<file path="src/rtl/ac3_mdct_block_switched_macros.svh">
// Assertion helpers shared by the checking code of the transform block.
`ifndef AC3_MDCT_BLOCK_SWITCHED_MACROS_SVH
`define AC3_MDCT_BLOCK_SWITCHED_MACROS_SVH

// Same-cycle implication, sampled on clk, off while rst_n is low.
`define AC3M_ASSERT_IMPLIES(name, cond, prop, msg) \
    name: assert property (@(posedge clk) disable iff (!rst_n) (cond) |-> (prop)) \
        else $error(msg);

// Next-cycle implication, sampled on clk, off while rst_n is low.
`define AC3M_ASSERT_NEXT(name, cond, prop, msg) \
    name: assert property (@(posedge clk) disable iff (!rst_n) (cond) |=> (prop)) \
        else $error(msg);

`endif

</file>
<file path="src/rtl/ac3m_pkg.sv">
package ac3m_pkg;

    localparam int BLOCK_LEN     = 512;
    localparam int HALF_LEN      = BLOCK_LEN / 2;
    localparam int QUARTER_LEN   = BLOCK_LEN / 4;
    localparam int SAMPLE_W      = 24;
    localparam int TW_W          = 18;
    localparam int WORK_W        = 28;
    localparam int TF            = TW_W - 1;
    localparam int SF            = SAMPLE_W - 1;
    localparam int WF            = WORK_W - 2;
    localparam int PRE_SHIFT     = SF + TF + 1 - WF;
    localparam int BF_SHIFT      = TF + 1;
    localparam int POST_SHIFT    = WF + TF - SF;
    localparam int SAMPLE_ADDR_W = $clog2(BLOCK_LEN);
    localparam int COEF_ADDR_W   = $clog2(HALF_LEN);
    localparam int WORK_DEPTH    = QUARTER_LEN;
    localparam int WORK_ADDR_W   = $clog2(WORK_DEPTH);
    localparam int ROT_DEPTH     = QUARTER_LEN + QUARTER_LEN / 2;
    localparam int ROT_ADDR_W    = $clog2(ROT_DEPTH);
    localparam int TW_DEPTH      = WORK_DEPTH / 2;
    localparam int TW_ADDR_W     = $clog2(TW_DEPTH);
    localparam int TW_QUARTER    = TW_DEPTH / 2;
    localparam int OPA_W         = WORK_W;
    localparam int OPB_W         = TW_W + 1;
    localparam int PROD_W        = OPA_W + OPB_W;
    localparam int ACC_W         = PROD_W + 3;
    localparam int QUEUE_DEPTH   = 2;
    localparam int QUEUE_PTR_W   = $clog2(QUEUE_DEPTH);

    localparam logic [COEF_ADDR_W-1:0] COEF_LAST = COEF_ADDR_W'(HALF_LEN - 1);
    localparam logic signed [OPB_W-1:0] TW_UNIT = OPB_W'(1 << TF);

    localparam longint unsigned TWO_PI_Q30 = 64'd6746518852;
    localparam longint unsigned Q30_HALF   = 64'd1 << 29;

    typedef struct packed {
        logic signed [SAMPLE_W-1:0] sample;
        logic                       short_block;
    } item_t;

    typedef struct packed {
        logic signed [SAMPLE_W-1:0] coefficient;
        logic [COEF_ADDR_W-1:0]     coef_index;
        logic                       last;
    } result_t;

    typedef struct packed {
        logic                       en;
        logic [COEF_ADDR_W-1:0]     addr;
        logic signed [SAMPLE_W-1:0] data;
    } coef_wr_t;

    typedef struct packed {
        logic empty;
        logic full;
    } queue_status_t;

    typedef struct packed {
        logic signed [TW_W-1:0] c;
        logic signed [TW_W-1:0] s;
    } cs_t;

    typedef cs_t [ROT_DEPTH-1:0] rot_rom_t;
    typedef cs_t [TW_DEPTH-1:0]  tw_rom_t;

    // shift and subtract long division, only used while building the tables
    function automatic longint unsigned udiv64(input longint unsigned num,
                                               input longint unsigned den);
        longint unsigned quo;
        longint unsigned rem;
        quo = '0;
        rem = '0;
        for (int b = 63; b >= 0; b--)
        begin
            rem = {rem[62:0], num[b]};
            if (rem >= den)
            begin
                rem    = rem - den;
                quo[b] = 1'b1;
            end
        end
        return quo;
    endfunction

    function automatic longint to_twiddle(input longint unsigned q30);
        longint unsigned m;
        longint unsigned cap;
        m   = (q30 + (64'd1 << (29 - TF))) >> (30 - TF);
        cap = (64'd1 << TF) - 64'd1;
        return longint'((m > cap) ? cap : m);
    endfunction

    // cosine and sine of 2*pi*m/4096 from a Taylor series on the first octant
    function automatic cs_t trig_entry(input int unsigned m);
        int unsigned     q;
        int unsigned     r;
        logic            swap;
        longint unsigned x;
        longint unsigned x2;
        longint unsigned tc;
        longint unsigned ts;
        longint          cq;
        longint          sq;
        longint          c;
        longint          s;
        longint          t;
        cs_t             res;
        q    = (m >> 10) & 3;
        r    = m & 1023;
        swap = (r > 512);
        if (swap)
        begin
            r = 1024 - r;
        end
        x  = (longint'(r) * TWO_PI_Q30 + 64'd2048) >> 12;
        x2 = (x * x + Q30_HALF) >> 30;
        tc = 64'd1 << 30;
        ts = x;
        cq = longint'(tc);
        sq = longint'(ts);
        for (int k = 1; k <= 6; k++)
        begin
            tc = udiv64((tc * x2 + Q30_HALF) >> 30, longint'((2 * k - 1) * (2 * k)));
            ts = udiv64((ts * x2 + Q30_HALF) >> 30, longint'((2 * k) * (2 * k + 1)));
            if ((k & 1) == 1)
            begin
                cq = cq - longint'(tc);
                sq = sq - longint'(ts);
            end
            else
            begin
                cq = cq + longint'(tc);
                sq = sq + longint'(ts);
            end
        end
        c = to_twiddle((cq < 0) ? 64'd0 : longint'(cq));
        s = to_twiddle((sq < 0) ? 64'd0 : longint'(sq));
        if (swap)
        begin
            t = c;
            c = s;
            s = t;
        end
        case (q)
            0:       begin res.c = TW_W'(c);  res.s = TW_W'(s);  end
            1:       begin res.c = TW_W'(-s); res.s = TW_W'(c);  end
            2:       begin res.c = TW_W'(-c); res.s = TW_W'(-s); end
            default: begin res.c = TW_W'(s);  res.s = TW_W'(-c); end
        endcase
        return res;
    endfunction

    function automatic rot_rom_t build_rotation_rom();
        rot_rom_t rom;
        cs_t      p;
        for (int i = 0; i < QUARTER_LEN; i++)
        begin
            p         = trig_entry(8 * i + 1);
            rom[i].c  = -p.c;
            rom[i].s  = -p.s;
        end
        for (int i = 0; i < QUARTER_LEN / 2; i++)
        begin
            p                      = trig_entry(16 * i + 2);
            rom[QUARTER_LEN + i].c = -p.c;
            rom[QUARTER_LEN + i].s = -p.s;
        end
        return rom;
    endfunction

    function automatic tw_rom_t build_twiddle_rom();
        tw_rom_t rom;
        for (int i = 0; i < TW_DEPTH; i++)
        begin
            rom[i] = trig_entry(32 * i);
        end
        return rom;
    endfunction

    // round half up at bit sh, then clamp to a signed range of the given width
    function automatic logic signed [ACC_W-1:0] round_sat(input logic signed [ACC_W-1:0] v,
                                                         input int sh, input int bits);
        logic signed [ACC_W-1:0] half;
        logic signed [ACC_W-1:0] r;
        logic signed [ACC_W-1:0] hi;
        logic signed [ACC_W-1:0] lo;
        half         = '0;
        half[sh - 1] = 1'b1;
        r            = (v + half) >>> sh;
        hi           = '0;
        hi[bits - 1] = 1'b1;
        hi           = hi - 1;
        lo           = -hi - 1;
        if (r > hi)
        begin
            return hi;
        end
        if (r < lo)
        begin
            return lo;
        end
        return r;
    endfunction

endpackage

</file>
<file path="src/rtl/ac3m_queue.sv">
module ac3m_queue import ac3m_pkg::*;
(
    input  logic          clk,
    input  logic          rst_n,
    input  logic          push,
    input  logic          push_mode,
    input  logic          pop,
    output logic          head_mode,
    output queue_status_t status
);

    logic [QUEUE_DEPTH-1:0]  mode_reg;
    logic [QUEUE_PTR_W-1:0]  wr_ptr_reg;
    logic [QUEUE_PTR_W-1:0]  rd_ptr_reg;
    logic [QUEUE_PTR_W:0]    count_reg;
    logic [QUEUE_PTR_W:0]    count_next;

    assign status.empty = (count_reg == '0);
    assign status.full  = (count_reg == (QUEUE_PTR_W + 1)'(QUEUE_DEPTH));
    assign head_mode    = mode_reg[rd_ptr_reg];

    always_comb
    begin
        count_next = count_reg;
        if (push && !pop)
        begin
            count_next = count_reg + 1'b1;
        end
        else if (pop && !push)
        begin
            count_next = count_reg - 1'b1;
        end
    end

    always_ff @(posedge clk or negedge rst_n)
    begin
        if (!rst_n)
        begin
            mode_reg   <= '0;
            wr_ptr_reg <= '0;
            rd_ptr_reg <= '0;
            count_reg  <= '0;
        end
        else
        begin
            if (push)
            begin
                mode_reg[wr_ptr_reg] <= push_mode;
                wr_ptr_reg           <= wr_ptr_reg + 1'b1;
            end
            if (pop)
            begin
                rd_ptr_reg <= rd_ptr_reg + 1'b1;
            end
            count_reg <= count_next;
        end
    end

endmodule

</file>
<file path="config.mk">
export PLATFORM = sky130hd
export DESIGN_NAME = ac3m_queue
export DESIGN_NICKNAME = d
export VERILOG_FILES = /design/src/rtl/ac3_mdct_block_switched_macros.svh /design/src/rtl/ac3m_pkg.sv /design/src/rtl/ac3m_queue.sv
export SDC_FILE = /design/constraint.sdc
export NUM_CORES = 1
export LEC_CHECK = 0
export ABC_AREA = 1
export BUFFER_PORTS_ARGS = -buffer_cell sky130_fd_sc_hd__buf_2
export CAP_MARGIN = 25
export CORE_AREA = 2 2 39 41
export CTS_BUF_LIST = sky130_fd_sc_hd__clkbuf_4
export DETAILED_ROUTE_END_ITERATION = 6
export DIE_AREA = 0 0 41 43
export PLACE_DENSITY_LB_ADDON = 0.3
export RECOVER_POWER = 25
export SETUP_SLACK_MARGIN = 0.3
export SYNTH_ARGS = -nofsm -noshare
export SYNTH_HDL_FRONTEND = slang
export SYNTH_SLANG_ARGS = --single-unit
</file>
<file path="constraint.sdc">
create_clock -name clk -period 1.18 [get_ports clk]
set_input_delay 0.118 -clock clk [delete_from_list [all_inputs] [get_ports clk]]
set_output_delay 0.118 -clock clk [all_outputs]
set_load 0.05 [all_outputs]
</file>
==> qor.txt, run 1 <==
Outcome: finished, violations left
Failing checks: negative setup slack
Seq cells post-synth: 6
Syn_nets: 38
Post-Syn Area: 288 µm²
Leakage power: 0.242 nW
Sequential area share after synthesis: 52.2%
Peak supply drop: 0.000711 V
Initial antenna violation count: 0
Sw frac: 41.9%
Count of flip-flops with a built-in enable after synthesis: 0
Global-route wire length before repair: 1100 µm
FP Rows: 14
Clk Latency, worst-skew pair: 0.24 ns
Post-synthesis cell type count: 13
Crit Path Max Fanout: 2
Setup WS post-layout: -0.0267 ns
Setup TNS: -0.0267 ns
Share of the clock period used by the worst path: 102%
Placed Instance Area: 352 µm²
Post-Place Cells: 55
Area leader, netlist: dfrtp_1
Total wire length: 562 µm
Max Cap Viol: 0
Non-filler instance count after layout: 63
Synth top cells by count: nand2_1, dfrtp_1, inv_1
Final net count: 55
RSZ-0062 raised after global routing: yes
Hold slack: 0.0790 ns
CP Capture Type: output port
Vias in the first global route: 250
Slew HR: 78.4%
Post-synth ARST share: 100%
Least-Margin Pin Slew: 0.324 ns
Syn_area_per_cell: 8.99 µm²
Fin. max-slew vios: 0
Share of layout cells above drive strength 1: 48.9%
Fillers: 158
Pwr dens: 2990 nW/µm²
GRT Total Usage: 9.82%
Critical Setup Path Class: flip-flop to output port
Final setup violation count: 1
Flop pwr share: 29.8%
Maximum clock path buffer count: 2
Wirelength per Cell: 8.92 µm
Grt ovf: 0
Area grow syn2layout: 60.0%
Largest net degree at the start of global routing: 7
Period minus WS final: 1.21 ns
Ant. Diodes: 0
Inserted Clock Buffers: 3
Area fraction of the dominant cell type after synthesis: 52.2%
F_max: 0.829 GHz
DR iter-0 viols: 2
Most used DFF post-synth: dfrtp_1
WP data required: 1.06 ns
DRT Pass-1 Iters: 4
H-tree lvl count: 1
Design area: 460 µm²
Net switching power: 576 µW
Total design power: 1.38 mW
Startpoint types: flip-flop
Port Buf Inserts: 7
Die height: 43 µm
DP Wirelength: 417 µm
CTS Root Cell: clkbuf_4
Int Power: 799 µW
Residual DRC count: 0
Die area: 1760 µm²
Critical Path AT: 1.09 ns
Crit path largest cell delay: 0.39 ns
CTS tree: done
Crit-path slowest cell: dfrtp_1
Post-route ant nets: 0
Post-Syn Instances: 32
Core box area: 1380 µm²
Synth warn: 0
Most frequent cell after synthesis: nand2_1
Placer Congestion: 0.655
Vias: 254
Worst Skew: 0.00196 ns
Fin. Hold Viols: 0
Clock transition at path regs: 0.05 ns
Top cells by area, synth: dfrtp_1, nand2_1, inv_1, xor2_1, ha_1
# clock sinks: 6
Power share of the clock group: 13.4%
Die X-Extent: 41 µm
Top Ports: 8
CP cell instances: mux2_4 > buf_6
Comb power frac: 56.8%
Initial Util: 20.8%
Vias/cell: 4.03
Min-delay worst type: primary input to flip-flop
[layout make-up]
| class | count | area, µm² | area share [%] |
|---|---|---|---|
| inverter | 7 | 26.3 | 5.71 |
| timing repair buffer | 12 | 100 | 21.7 |
| sequential | 6 | 151 | 32.9 |
| clock buffer | 3 | 22.5 | 4.89 |
| tap | 16 | 20.0 | 4.35 |
| multi-input combinational | 19 | 140 | 30.4 |
[kinds of logic after synthesis]
| group | count (synthesis) | synth area share, % |
|---|---|---|
| buffers and inverters | 7 | 9.13 |
| AO/OA/AOI/OAI | 2 | 3.48 |
| multiplexers | 1 | 3.91 |
| adder cells (fa/ha/maj) | 1 | 4.35 |
| flip-flops | 6 | 52.2 |
| XOR/XNOR | 3 | 9.13 |
| AND/OR/NAND/NOR | 12 | 17.8 |
[layout by cell type (no fill, tap or decap)]
cell type	n
nand2_2	1
dlygate4sd3_1	1
buf_6	5
nand3_2	1
mux2_4	1
dfrtp_1	5
inv_2	2
dfrtp_2	1
xor2_1	2
buf_2	3
clkbuf_1	1
clkbuf_4	3
nor2_2	2
nand2_4	1
o21ai_0	2
nand4_1	1
buf_4	2
nand2_1	6
ha_1	1
inv_1	5
xnor2_2	1
[metal layers]
| layer | vias up | routed length (µm) | GRT usage (%) |
|---|---|---|---|
| met5 | - | 0 | 0 |
| met4 | 0 | 19 | 12.0 |
| met3 | 2 | 25 | 1.57 |
| met2 | 6 | 303 | 11.9 |
| met1 | 118 | 213 | 12.5 |
| li1 | 128 | - | - |
[power by group through the flow]
| stage | sequential (mW) | clock [mW] | combinational, mW |
|---|---|---|---|
| 2_1_floorplan | 0.394 | 0 | 0.428 |
| 5_1_grt | 0.426 | 0.213 | 0.849 |
| 3_5_place_dp | 0.416 | 0 | 0.511 |
| 6_report | 0.410 | 0.185 | 0.781 |
| 4_1_cts | 0.406 | 0.195 | 0.678 |
| 3_3_place_gp | 0.413 | 0 | 0.507 |
[timing repair]
item                       in CTS  in global routing
setup endpoints to repair       3                  4
gates resized for setup        11                  3
hold buffers                    1                  0
hold endpoints to repair        6                  0
pin swaps                       4                  4
setup buffers                   1                  3
[through the flow]
stage	worst slack, ns	utilization [%]
4_1_cts	-0.0424	30.9
3_5_place_dp	0.177	25.4
3_3_place_gp	0.187	25.4
5_1_grt	-0.0569	33.3
2_1_floorplan	0.181	-
6_report	-0.0267	33.3
[worst max-delay path, delay by kind of cell (launching register included)]
kind     cells  cell delay [ns]
buf+inv      1             0.15
mux          1             0.31
flops        1             0.39
[path summary, 6_finish.rpt]
kind	start	end	slack (ns)	cells after the start
worst max-delay path	rd_ptr_reg	head_mode	-0.03	2
min in group asynchronous	rst_n	mode_reg[0]	0.28	2
max in group asynchronous	rst_n	count_reg[0]	0.64	2
worst max register to register	count_reg[0]	count_reg[0]	0.28	3
worst min register to register	rd_ptr_reg	rd_ptr_reg	0.49	1
worst min-delay path	pop	rd_ptr_reg	0.08	2
No activity file was read; power rests on OpenSTA's default activity.
==> inputs of run 2 (changes only) <==
PLACE_DENSITY_LB_ADDON = 0.1   (was 0.3)
REMOVE_ABC_BUFFERS = 1   (was unset)
==> run 2 against run 1 <==
Against the previous run:
- sequential power is 1% lower
- final cell count grew 3.2%
- the run still ends with negative setup slack left
- total power grew 4.5%
==> qor.txt, run 2 (synthesis gave the netlist of run 1 again) <==
Largest net degree at the start of global routing: 7
Placed Instance Area: 343 µm²
Outcome: finished, violations left
Placer Congestion: 0.623
Final net count: 57
Area grow syn2layout: 66.5%
Initial Util: 20.8%
Least-Margin Pin Slew: 0.328 ns
Design area: 479 µm²
Core box area: 1380 µm²
Peak supply drop: 0.000703 V
Total wire length: 594 µm
WP data required: 1.06 ns
DR iter-0 viols: 2
CP Capture Type: output port
Worst Skew: 0.00122 ns
Setup WS post-layout: -0.00931 ns
Share of the clock period used by the worst path: 101%
Fin. Hold Viols: 0
Failing checks: negative setup slack
M3 GR Usage: 7.85%
Pre-CTS WS: 0.180 ns
Clock transition at path regs: 0.04 ns
Post-Place Cells: 55
Net switching power: 591 µW
Commonest cells after routing, fill and taps aside: buf_6, nand2_1, inv_1, dfrtp_1
Initial antenna violation count: 0
Slew HR: 78.2%
CTS Root Cell: clkbuf_4
Top Ports: 8
# clock sinks: 6
F_max: 0.841 GHz
Clk Latency, worst-skew pair: 0.24 ns
Inserted Clock Buffers: 3
Int Power: 847 µW
Wirelength per Cell: 9.14 µm
Pwr dens: 3000 nW/µm²
Share of layout cells above drive strength 1: 51.0%
Met2 usage: 14.4%
Global-route wire length before repair: 1040 µm
GRT Total Usage: 10.0%
Vias: 256
DP Wirelength: 408 µm
Critical Setup Path Class: flip-flop to output port
Critical Path AT: 1.07 ns
Die area: 1760 µm²
Flop pwr share: 28.2%
Non-filler instance count after layout: 65
Commonest non-fill, non-tap cell in the layout: buf_6
Fin. max-slew vios: 0
Ant. Diodes: 0
RSZ-0062 raised after global routing: yes
Crit Path Max Fanout: 2
Final setup violation count: 1
Min-delay worst type: primary input to flip-flop
Residual DRC count: 0
Startpoint types: flip-flop
Grt ovf: 0
Final Util: 34.6%
Sw frac: 41.1%
Top Usage Layer GRT: met2
Leakage power: 0.250 nW
Die height: 43 µm
Comb power frac: 59.2%
Maximum clock path buffer count: 2
FP Rows: 14
Power share of the clock group: 12.6%
Post-route ant nets: 0
Die X-Extent: 41 µm
Period minus WS final: 1.19 ns
Grt met1 use: 8.55%
Vias/cell: 3.94
Max Cap Viol: 0
CTS tree: done
Port Buf Inserts: 7
Vias in the first global route: 280
H-tree lvl count: 1
DRT Pass-1 Iters: 4
Total design power: 1.44 mW
run 2: critical path, stage by stage, from the launching register on:
cell	delay (ns)
dfrtp_1	0.34
mux2_2	0.34
buf_6	0.15
run 2: worst paths after layout:
| path | start | to | slack, ns | cells after the start |
|---|---|---|---|---|
| max | rd_ptr_reg | head_mode | -0.009 | 2 |
| min | pop | rd_ptr_reg | 0.08 | 2 |
| max reg2reg | count_reg[0] | count_reg[1] | 0.19 | 6 |
| min reg2reg | mode_reg[1] | mode_reg[1] | 0.49 | 2 |
| max in group asynchronous | rst_n | count_reg[0] | 0.63 | 2 |
| min in group asynchronous | rst_n | mode_reg[1] | 0.28 | 2 |
run 2: power by group through the flow:
stage          logic, mW  clock network (mW)  registers (mW)
3_3_place_gp       0.486                   0           0.397
2_1_floorplan      0.402                   0           0.381
4_1_cts            0.749               0.193           0.396
5_1_grt            0.910               0.213           0.421
3_5_place_dp       0.497                   0           0.395
6_report           0.850               0.182           0.405
run 2: per-stage QoR:
stage,hold slack [ns],setup TNS [ns]
floorplan,-0.178,-0.0349
CTS,0.0695,-0.0229
detailed placement,-0.0496,0
global placement,-0.0473,0
global route,0.0648,-0.0482
finish,0.0769,-0.00931
run 2: what timing repair did:
| item | CTS | global route |
|---|---|---|
| buffers inserted | 4 | 2 |
| hold buffers | 1 | 0 |
| hold endpoints to repair | 6 | 0 |
| setup endpoints to repair | 3 | 4 |
| pin swaps | 4 | 3 |
| gates resized for setup | 13 | 5 |
run 2: per-layer routing:
layer | vias up | part of all wire, %
met5 | - | 0
met4 | 0 | 0
met3 | 0 | 7.1
met2 | 9 | 54
met1 | 114 | 39
li1 | 133 | -
run 2: area by class of cell:
class	count	area, µm²
well taps	16	20.0
multi-input cells	19	136
fillers	146	905
inverters	7	26.3
flip-flops and latches	6	151
repair buffers	14	123
clock buffers	3	22.5
==> inputs of run 3 (changes only) <==
RECOVER_POWER = 100   (was 25)
clock period = 1.2 ns   (was 1.18 ns; I/O delays follow)
==> run 3 against run 2 <==
Against the previous run:
- the run now ends clean
- global-route usage unchanged
- via count did not move
- first-iteration DRC count stayed put
- sequential share of layout area rose by 0.41 points
- die area stayed put
- non-clock buffer count unchanged
- flip-flop and latch count did not move
- clock power about the same
- combinational power down 6.5%
- count of clock-buffer cells in the layout is the same
- critical path type unchanged
- largest cell class unchanged
==> qor.txt, run 3 (synthesis gave the netlist of run 1 again) <==
Outcome: finished, final reports clean
Slew HR: 78.1%
Placed Instance Area: 343 µm²
Startpoint types: flip-flop
Fin. Hold Viols: 0
Worst hold stages: 2
Min-delay worst type: primary input to flip-flop
Ant. Diodes: 0
Min-delay src: pop
RSZ-0062 raised after global routing: yes
Clock transition at path regs: 0.04 ns
Peak supply drop: 0.000651 V
Highest Signal Layer: met3
Reg2reg start: count_reg[0]
Critical Setup Path Class: flip-flop to output port
Fillers: 148
Reg2reg path depth: 6
Fin. max-slew vios: 0
Largest net degree at the start of global routing: 7
# clock sinks: 6
Maximum clock path buffer count: 2
Core box area: 1380 µm²
Die X-Extent: 41 µm
Vias: 256
Wirelength per Cell: 9.20 µm
CP Capture Type: output port
DP Wirelength: 408 µm
DR iter-0 viols: 2
Vias/cell: 3.94
Initial antenna violation count: 0
GRT Total Usage: 10.0%
Clk Latency, worst-skew pair: 0.24 ns
Die area: 1760 µm²
Share of the clock period used by the worst path: 99.3%
Residual DRC count: 0
Post-route ant nets: 0
CTS tree: done
Min-Delay Endpoint: rd_ptr_reg
Vias in the first global route: 280
CTS Root Cell: clkbuf_4
Setup TNS: 0 ns
Crit Path Max Fanout: 2
Initial Util: 20.8%
Leakage power: 0.247 nW
Max Cap Viol: 0
Inserted Clock Buffers: 3
Port Buf Inserts: 7
Area grow syn2layout: 63.0%
DRT Pass-1 Iters: 4
R2R Path End: count_reg[1]
Grt ovf: 0
WP data required: 1.08 ns
Final setup violation count: 0
Top Ports: 8
F_max: 0.839 GHz
Wire length on met1: 236 µm
Period minus WS final: 1.19 ns
Pwr dens: 2910 nW/µm²
Worst Skew: 0.00121 ns
Met2 wire length: 321 µm
Placer Congestion: 0.623
Least-Margin Pin Slew: 0.328 ns
Routed wl met3: 41 µm
Share of layout cells above drive strength 1: 46.9%
Global-route wire length before repair: 1040 µm
Critical Path AT: 1.07 ns
Design area: 469 µm²
R2R Setup Slk: 0.09 ns
Commonest cells after routing, fill and taps aside: nand2_1, dfrtp_1, inv_1
Final net count: 57
Total wire length: 598 µm
FP Rows: 14
H-tree lvl count: 1
Die height: 43 µm
-- run 3: worst max path at each step --
| stage | start | to | slack [ns] | cells after the start |
|---|---|---|---|---|
| final | rd_ptr_reg | head_mode | 0.009 | 2 |
| after global routing | rd_ptr_reg | head_mode | -0.03 | 2 |
| after CTS | rd_ptr_reg | head_mode | -0.005 | 2 |
| after detailed placement | rd_ptr_reg | head_mode | 0.20 | 2 |
| after global placement | rd_ptr_reg | head_mode | 0.21 | 2 |
| after floorplan | count_reg[0] | status[0] | -0.006 | 1 |
-- run 3: metal layers --
layer	up-vias	GRT usage, %
met3	0	7.85
met2	9	14.4
li1	133	-
met4	0	8.00
met1	114	8.55
met5	-	0
-- run 3: power by group --
group	leakage, nW	switching (mW)	total [mW]	internal (mW)
Combinational	0.162	0.419	0.795	0.376
Clock	0.0138	0.0661	0.179	0.113
Sequential	0.0718	0.0862	0.392	0.305
Total	0.247	0.572	1.37	0.794
-- run 3: layout make-up --
cell class | count | area, µm² | share of cell area (%)
well taps | 16 | 20.0 | 4.27
repair buffers | 14 | 114 | 24.3
multi-input cells | 19 | 136 | 29.1
inverters | 7 | 26.3 | 5.60
clock buffers | 3 | 22.5 | 4.80
flip-flops and latches | 6 | 150 | 32.0
-- run 3: repair_timing --
action / 4_1_cts / 5_1_grt
setup buffers: 4 / 2
gates resized for setup: 13 / 5
pin swaps: 4 / 3
endpoints found under the setup margin: 3 / 4
hold endpoints to repair: 6 / 0
hold buffers: 1 / 0
-- run 3: critical path, cell delays in order, from the launching register on --
cell,delay [ns]
dfrtp_1,0.34
mux2_2,0.34
buf_6,0.15
-- run 3: stage by stage --
| step | cells | util (%) | power (mW) | hold WS (ns) | setup WS, ns |
|---|---|---|---|---|---|
| 2_1_floorplan | 32 | - | 0.770 | -0.176 | -0.00634 |
| 3_3_place_gp | 55 | 24.8 | 0.868 | -0.0453 | 0.207 |
| 3_5_place_dp | 55 | 24.8 | 0.878 | -0.0476 | 0.198 |
| 4_1_cts | 63 | 32.3 | 1.32 | 0.0715 | -0.00486 |
| 5_1_grt | 65 | 33.9 | 1.47 | 0.0668 | -0.0302 |
| 6_report | 65 | 33.9 | 1.37 | 0.0789 | 0.00869 |
